`src/cse_pkg.sv`:
```
// Shared widths, limits and codes for the Chebyshev series evaluator.
package cse_pkg;

   // Field widths fixed by the item formats.
   localparam int unsigned COEF_W   = 32;  // coefficient, signed Q16.16
   localparam int unsigned X_W      = 32;  // evaluation point, signed Q2.30
   localparam int unsigned IDX_IN_W = 4;   // coefficient index field
   localparam int unsigned TERMS_W  = 5;   // terms_in_use register
   localparam int unsigned RESULT_W = 32;  // series value, signed Q16.16

   // Recurrence state, signed Q32.16.
   localparam int unsigned ACC_W = 48;

   // Wide enough to hold any table depth up to 256 and any term count.
   localparam int unsigned CNT_W = 9;

   localparam int unsigned DEFAULT_MAX_TERMS = 16;
   localparam logic [TERMS_W-1:0] TERMS_RESET = 5'd16;

   // Item kinds carried on tuser of the request channel.
   localparam logic MODE_WRITE = 1'b0;
   localparam logic MODE_EVAL  = 1'b1;

endpackage

```
`src/chebyshev_series_evaluator_top.sv`:
```
// Chebyshev series evaluator: Clenshaw recurrence on one shared multiplier.
//
// Usage. Items arrive on the req_ stream. req_tuser selects the kind of item:
// a coefficient write stores req_tdata's coefficient at its table index and
// gives no result; an evaluation computes the series at the given point and
// gives exactly one result item on the rsp_ stream, with the saturation flag
// on rsp_tuser. The user must write terms_in_use on the csr_ port only while
// the block is idle; the block itself does not enforce this.
// Timing. A write item is taken whenever the block is idle and leaves it
// idle. An evaluation with n terms in use runs n steps (low partial product,
// high partial product, 81-bit accumulate with rounding, recurrence update
// and clip); its result is registered at the end of the last step, and no
// new item is taken before then. The single 32 x 25 multiplier is used twice
// per step.
//
// Reset clears the sequencer and the output valid and sets terms_in_use to
// 16. The coefficient table is not cleared: write every coefficient in use.
// A waiting result does not block new items, but an evaluation that finishes
// behind it holds in its last step, with req_tready low, until it is taken.
module chebyshev_series_evaluator_top
   import cse_pkg::*;
#(
   parameter int unsigned MAX_TERMS = DEFAULT_MAX_TERMS
) (
   input  logic                 clock,
   input  logic                 reset,

   input  logic                 csr_wr_en,
   input  logic [TERMS_W-1:0]   csr_wr_data,   // terms_in_use

   input  logic                 req_tvalid,
   output logic                 req_tready,
   input  logic [71:0]          req_tdata,     // coef_index[3:0], coef_value[35:4],
                                               // x_value[67:36], zero[71:68]
   input  logic                 req_tuser,     // mode

   output logic                 rsp_tvalid,
   input  logic                 rsp_tready,
   output logic [RESULT_W-1:0]  rsp_tdata,     // series_value[31:0]
   output logic                 rsp_tuser      // saturated
);

   localparam int unsigned IDX_W  = $clog2(MAX_TERMS);
   localparam int unsigned MUL_W  = 57;   // 32-bit x 25-bit signed product
   localparam int unsigned SUM_W  = 81;   // full x*d product plus rounding
   localparam int unsigned T_W    = 54;   // shifted product plus two addends

   typedef enum logic [2:0] {
      S_IDLE,
      S_MUL_LO,
      S_MUL_HI,
      S_ACCUM,
      S_UPDATE
   } state_type;

   // Request fields.
   logic [IDX_IN_W-1:0]      req_coef_index;
   logic signed [COEF_W-1:0] req_coef_value;
   logic signed [X_W-1:0]    req_x_value;
   logic                     req_accept;

   assign req_coef_index = req_tdata[3:0];
   assign req_coef_value = req_tdata[35:4];
   assign req_x_value    = req_tdata[67:36];
   assign req_accept     = req_tvalid && req_tready;

   // Registers.
   state_type                state_ff;
   logic [TERMS_W-1:0]       terms_ff;
   logic [IDX_W-1:0]         idx_ff;
   logic signed [X_W-1:0]    x_ff;
   logic signed [ACC_W-1:0]  d_ff;
   logic signed [ACC_W-1:0]  dd_ff;
   logic signed [MUL_W-1:0]  lo_ff;
   logic signed [MUL_W-1:0]  hi_ff;
   logic signed [SUM_W-1:0]  sum_ff;
   logic signed [COEF_W-1:0] coef_rd_ff;
   logic                     sat_ff;
   logic                     rsp_valid_ff;
   logic [RESULT_W-1:0]      rsp_data_ff;
   logic                     rsp_sat_ff;

   logic signed [COEF_W-1:0] coef_mem [MAX_TERMS];

   // Coefficient write decode.
   logic [CNT_W-1:0] wr_idx_wide;
   logic             wr_en;

   assign wr_idx_wide = CNT_W'(req_coef_index);
   assign wr_en = req_accept && (req_tuser == MODE_WRITE)
                  && (wr_idx_wide < CNT_W'(MAX_TERMS));

   // Number of terms, clamped to 1 .. MAX_TERMS; the walk starts at n-1.
   logic [CNT_W-1:0] n_req;
   logic [CNT_W-1:0] n_use;
   logic [CNT_W-1:0] start_in;

   assign n_req = CNT_W'(terms_ff);
   always_comb begin
      if (n_req > CNT_W'(MAX_TERMS)) begin
         n_use = CNT_W'(MAX_TERMS);
      end else if (n_req == '0) begin
         n_use = CNT_W'(1);
      end else begin
         n_use = n_req;
      end
      start_in = n_use - CNT_W'(1);
   end

   // Shared multiplier: low 24 bits of d (as positive) or the high 24 bits.
   logic              last_step;
   logic signed [24:0] mul_b;
   logic signed [MUL_W-1:0] mul_in;

   assign last_step = (idx_ff == '0);
   assign mul_b  = (state_ff == S_MUL_LO) ? $signed({1'b0, d_ff[23:0]})
                                          : $signed({d_ff[47], d_ff[47:24]});
   assign mul_in = MUL_W'(x_ff) * MUL_W'(mul_b);

   // Full product with round-half-up constant for the final shift.
   logic signed [SUM_W-1:0] rnd;
   logic signed [SUM_W-1:0] sum_in;

   assign rnd    = last_step ? (SUM_W'(1) <<< 29) : (SUM_W'(1) <<< 28);
   assign sum_in = $signed({hi_ff, 24'b0}) + $signed({{24{lo_ff[MUL_W-1]}}, lo_ff}) + rnd;

   // Recurrence update: 2x*d rounded for inner steps, x*d rounded at the end.
   logic signed [SUM_W-1:0] shifted;
   logic signed [T_W-1:0]   t_in;
   logic                    d_fits;
   logic                    y_fits;
   logic signed [ACC_W-1:0] d_in;
   logic [RESULT_W-1:0]     y_in;

   assign shifted = last_step ? (sum_ff >>> 30) : (sum_ff >>> 29);
   assign t_in = $signed(shifted[T_W-1:0])
                 - $signed({{(T_W-ACC_W){dd_ff[ACC_W-1]}}, dd_ff})
                 + $signed({{(T_W-COEF_W){coef_rd_ff[COEF_W-1]}}, coef_rd_ff});

   // A value fits when all bits above the target sign bit copy it.
   assign d_fits = (t_in[T_W-1:ACC_W-1] == '0) || (t_in[T_W-1:ACC_W-1] == '1);
   assign y_fits = (t_in[T_W-1:RESULT_W-1] == '0) || (t_in[T_W-1:RESULT_W-1] == '1);

   always_comb begin
      if (d_fits) begin
         d_in = t_in[ACC_W-1:0];
      end else if (t_in[T_W-1]) begin
         d_in = {1'b1, {(ACC_W-1){1'b0}}};
      end else begin
         d_in = {1'b0, {(ACC_W-1){1'b1}}};
      end
      if (y_fits) begin
         y_in = t_in[RESULT_W-1:0];
      end else if (t_in[T_W-1]) begin
         y_in = {1'b1, {(RESULT_W-1){1'b0}}};
      end else begin
         y_in = {1'b0, {(RESULT_W-1){1'b1}}};
      end
   end

   logic out_free;
   logic result_done;
   assign out_free    = !rsp_valid_ff || rsp_tready;
   assign result_done = (state_ff == S_UPDATE) && last_step && out_free;

   // Coefficient table: written by write items, read at the start of each step.
   always_ff @(posedge clock) begin
      if (wr_en) begin
         coef_mem[wr_idx_wide[IDX_W-1:0]] <= req_coef_value;
      end
      if (state_ff == S_MUL_LO) begin
         coef_rd_ff <= coef_mem[idx_ff];
      end
   end

   // Sequencer and datapath registers.
   always_ff @(posedge clock) begin
      if (reset) begin
         state_ff     <= S_IDLE;
         terms_ff     <= TERMS_RESET;
         rsp_valid_ff <= 1'b0;
      end else begin
         if (csr_wr_en) begin
            terms_ff <= csr_wr_data;
         end
         if (result_done) begin
            rsp_valid_ff <= 1'b1;
         end else if (rsp_valid_ff && rsp_tready) begin
            rsp_valid_ff <= 1'b0;
         end

         case (state_ff)
            S_IDLE: begin
               if (req_accept && (req_tuser == MODE_EVAL)) begin
                  x_ff     <= req_x_value;
                  d_ff     <= '0;
                  dd_ff    <= '0;
                  sat_ff   <= 1'b0;
                  idx_ff   <= start_in[IDX_W-1:0];
                  state_ff <= S_MUL_LO;
               end
            end
            S_MUL_LO: begin
               lo_ff    <= mul_in;
               state_ff <= S_MUL_HI;
            end
            S_MUL_HI: begin
               hi_ff    <= mul_in;
               state_ff <= S_ACCUM;
            end
            S_ACCUM: begin
               sum_ff   <= sum_in;
               state_ff <= S_UPDATE;
            end
            S_UPDATE: begin
               if (!last_step) begin
                  dd_ff    <= d_ff;
                  d_ff     <= d_in;
                  sat_ff   <= sat_ff || !d_fits;
                  idx_ff   <= idx_ff - IDX_W'(1);
                  state_ff <= S_MUL_LO;
               end else if (out_free) begin
                  rsp_data_ff  <= y_in;
                  rsp_sat_ff   <= sat_ff || !y_fits;
                  state_ff     <= S_IDLE;
               end
            end
            default: begin
               state_ff <= S_IDLE;
            end
         endcase
      end
   end

   assign req_tready = (state_ff == S_IDLE);
   assign rsp_tvalid = rsp_valid_ff;
   assign rsp_tdata  = rsp_data_ff;
   assign rsp_tuser  = rsp_sat_ff;

endmodule

```
`config.mk`:
```
export PLATFORM = sky130hd
export DESIGN_NAME = chebyshev_series_evaluator_top
export DESIGN_NICKNAME = d
export VERILOG_FILES = /design/src/cse_pkg.sv /design/src/chebyshev_series_evaluator_top.sv
export SDC_FILE = /design/constraint.sdc
export NUM_CORES = 2
export LEC_CHECK = 0
export BUFFER_PORTS_ARGS = -buffer_cell sky130_fd_sc_hd__buf_2
export CAP_MARGIN = 20
export CORE_MARGIN = 4
export CORE_UTILIZATION = 59
export CTS_CLUSTER_DIAMETER = 30
export DETAILED_ROUTE_END_ITERATION = 8
export HOLD_SLACK_MARGIN = 0.05
export PLACE_DENSITY = 0.86
export SLEW_MARGIN = 10
export SYNTH_ARGS = -nofsm -noshare
export SYNTH_HDL_FRONTEND = slang
export SYNTH_SLANG_ARGS = --single-unit
```
`constraint.sdc`:
```
create_clock -name clock -period 8.9 [get_ports clock]
set_clock_uncertainty 0.2 [all_clocks]
set_input_delay 1.335 -clock clock [delete_from_list [all_inputs] [get_ports clock]]
set_output_delay 1.335 -clock clock [all_outputs]
set_load 0.03 [all_outputs]
```
==> flow_summary_export.csv <==
group,metric,value,unit
outcome,status,"completed",
floorplan,io_pins,118,
logic_synthesis,synth-edff-count,852,
placement,gp_congestion,0.975,
clock_network,cts_sinks,861,
global_routing,grt_max_degree,68,
setup_path,cp-start-kind,"flip-flop",
drt,vias,46499,
drt,vias_per_cell,6.19,
drt,wl_per_cell,25.1,µm
clock_network,clk_latency,800,ps
sta,min_period,8690,ps
global_routing,antenna_found_initial,14,
placement,placedCellCount,7210,
placement,numPortBuffers,113,
floorplan,die_area,120000,µm²
logic_synthesis,ys.flop_type,"edfxtp_1",
setup_path,crit_top_cell,"fa_1",
floorplan,core_area,113000,µm²
logic_synthesis,synth_cell_types,79,
logic_synthesis,synth_area_per_cell,11.9,µm²
setup_path,cp_slowest_stage_delay,590,ps
drt,drc,0,
setup_path,cp.arrival,9070,ps
logic_synthesis,synth.most_common_cell,"fa_1",
logic_synthesis,seq_area_frac_synth,0.381,
finish,area_growth,13.3,%
placement,dpl.hpwl,124000,µm
logic_synthesis,ys_seq_elements,861,
finish,nFillCells,7224,
global_routing,track_usage,0.316,
sta,finalWorstSetupSlack,205,ps
floorplan,die_h,347,µm
placement,pre_cts_ws,-40.6,ps
drt,drt_first_pass_iters,8,
clock_network,cts_tree,"built",
setup_path,end_kind,"flip-flop",
logic_synthesis,ys_warn_count,0,
finish,stdcell_count,7515,
sta,setup_viol,0,
floorplan,start_util,0.598,
global_routing,grt_pass1_wl,290000,µm
sta,maxSlewHeadroom,0.266,
drt,drt_iter0_markers,5200,
flow_run,drv_cap,0,
logic_synthesis,synthCells,5690,
drt,ant_nets,0,
global_routing,grt_pass1_vias,49897,
sta,finalCritPeriodShare,0.977,
sta,tightest_slew,1100,ps
clock_network,cts_buffer_depth,3,
logic_synthesis,synthTopCellsByArea,"edfxtp_1 38%, fa_1 26%, ha_1 5.9%, inv_1 4.8%, nand2_1 3.3%",
floorplan,die_width,347,µm
setup_path,crit_required,9270,ps
logic_synthesis,synth_top_area_frac,0.378,
drt,routed_wl,188000,µm
sta,holdWs,337,ps
global_routing,overflow,0,
logic_synthesis,syn_area,67600,µm²
clock_network,path_clk_slew,60,ps
finish,finish.utilization,0.677,
setup_path,cp_slowest_cell,"fa_1",
sta,max_freq,0.115,GHz
clock_network,cts-root-buf,"clkbuf_16",
sta,slew_viol_final,0,
worst_hold_path,hp-class,"reg -> reg",
setup_path,crit_type,"reg -> reg",
logic_synthesis,syn-num-nets,6963,
logic_synthesis,async_flop_share,0,
floorplan,rows,123,
setup_path,path_max_fanout,32,
setup_path,r2r_setup_slack,210,ps
logic_synthesis,yosys.area.top_type,"edfxtp_1",
clock_network,cts_max_level,4,
logic_synthesis,ys_top_cells_by_count,"873 x fa_1, 856 x inv_1, 852 x edfxtp_1",
clock_network,numCtsBuffers,156,
clock_network,holdBufCountCts,0,
finish,drive_gt1_frac,0.125,
finish,fin_nets,7146,
sta,hold_violations,0,
## metrics by stage
| step | setup TNS, ps | area [µm²] |
|---|---|---|
| finish | 0 | 76600 |
| global route | -289 | 76600 |
| CTS | 0 | 76400 |
| detailed placement | -154 | 70800 |
| global placement | 0 | 70800 |
| floorplan | 0 | 67600 |
## layout make-up
cell class / count / area, µm² / area share
Clock inverter: 125 / 1700 / 0.0222
Multi-Input combinational cell: 3724 / 38000 / 0.496
Antenna cell: 9 / 22.5 / 0.000294
Clock buffer: 166 / 3940 / 0.0514
Timing Repair Buffer: 274 / 2100 / 0.0274
Sequential cell: 861 / 25800 / 0.336
Tap cell: 1500 / 1880 / 0.0245
Inverter: 856 / 3220 / 0.0420
## state kept, by name (all words and copies together) (netlist names)
name        cells
sum_ff         52
rsp_tdata      32
idx_ff          4
terms_ff        5
x_ff           32
sat_ff          1
hi_ff          57
d_ff           48
state_ff        3
rsp_tvalid      1
rsp_tuser       1
dd_ff          48
coef_rd_ff     32
coef_mem      512
lo_ff          33
## critical path, delay by kind of cell (launching register included)
family | cells | cell delay, ps
flip-flops | 1 | 350
buffers and inverters | 8 | 1080
adder cells (fa/ha/maj) | 8 | 3960
AND/OR/NAND/NOR | 7 | 1230
AO/OA/AOI/OAI | 7 | 1570
## final timing paths
path	from	endpoint	cells after the start
max reg2reg	state_ff[1]$_SDFFE_PP0P_	lo_ff[53]$_DFFE_PP_	30
min reg2reg	sat_ff$_SDFFCE_PN0P_	rsp_tuser$_DFFE_PP_	1
max	state_ff[1]$_SDFFE_PP0P_	lo_ff[53]$_DFFE_PP_	30
min	sat_ff$_SDFFCE_PN0P_	rsp_tuser$_DFFE_PP_	1
## layout by cell type, fill, tap and decap left out, types with 16 or more instances in the layout
cell type	synthesis	layout
nand2b_1	31	31
inv_1	856	855
o21a_1	33	33
nand4_1	33	33
o21ai_0	110	106
nor3_1	49	44
o21bai_1	20	19
mux2_2	56	56
clkbuf_16	0	156
buf_12	3	25
nand2_1	596	595
bufinv_16	0	20
fa_1	873	873
buf_4	0	134
mux2i_1	167	163
o21ai_1	46	49
mux4_2	64	64
and2_1	326	326
nand3_1	41	41
nor2_1	193	176
inv_6	0	23
nor2b_1	143	141
xnor2_1	101	99
a22oi_1	32	32
clkinv_2	0	16
a21o_1	62	62
buf_2	6	113
xor2_1	44	44
edfxtp_1	852	852
a221oi_1	38	38
ha_1	317	316
clkinvlp_4	0	17
a21oi_1	191	183
## logic make-up (layout without fill, tap and decap cells)
group                    after synthesis  after routing  share of synthesized area
AND/OR/NAND/NOR                     1483           1483                      0.108
AO/OA/AOI/OAI                        618            618                     0.0578
adder cells (fa/ha/maj)             1190           1190                      0.317
XOR/XNOR                             145            145                     0.0188
buffers and inverters               1105           1421                     0.0622
flip-flops                           861            861                      0.381
other                                  0              9                          0
multiplexers                         288            288                     0.0556
## routing by layer
| metal | global-route usage | vias up | routed length (µm) |
|---|---|---|---|
| met2 | 0.529 | 3080 | 93200 |
| met4 | 0.181 | 10 | 12400 |
| met5 | 0 | - | 63 |
| met3 | 0.0609 | 796 | 18800 |
| li1 | - | 19263 | - |
| met1 | 0.385 | 23350 | 64000 |
## timing repair
item | CTS | global route
endpoints found under the setup margin | 14 | 22
setup buffers | 1 | 3
pin swaps | 1 | 12
resized for setup | 8 | 26
hold endpoints to repair | 0 | 0
Power is left out: the tool's default activity adds up to more than one toggle a clock period on the data nets, which glitch-free logic cannot reach.
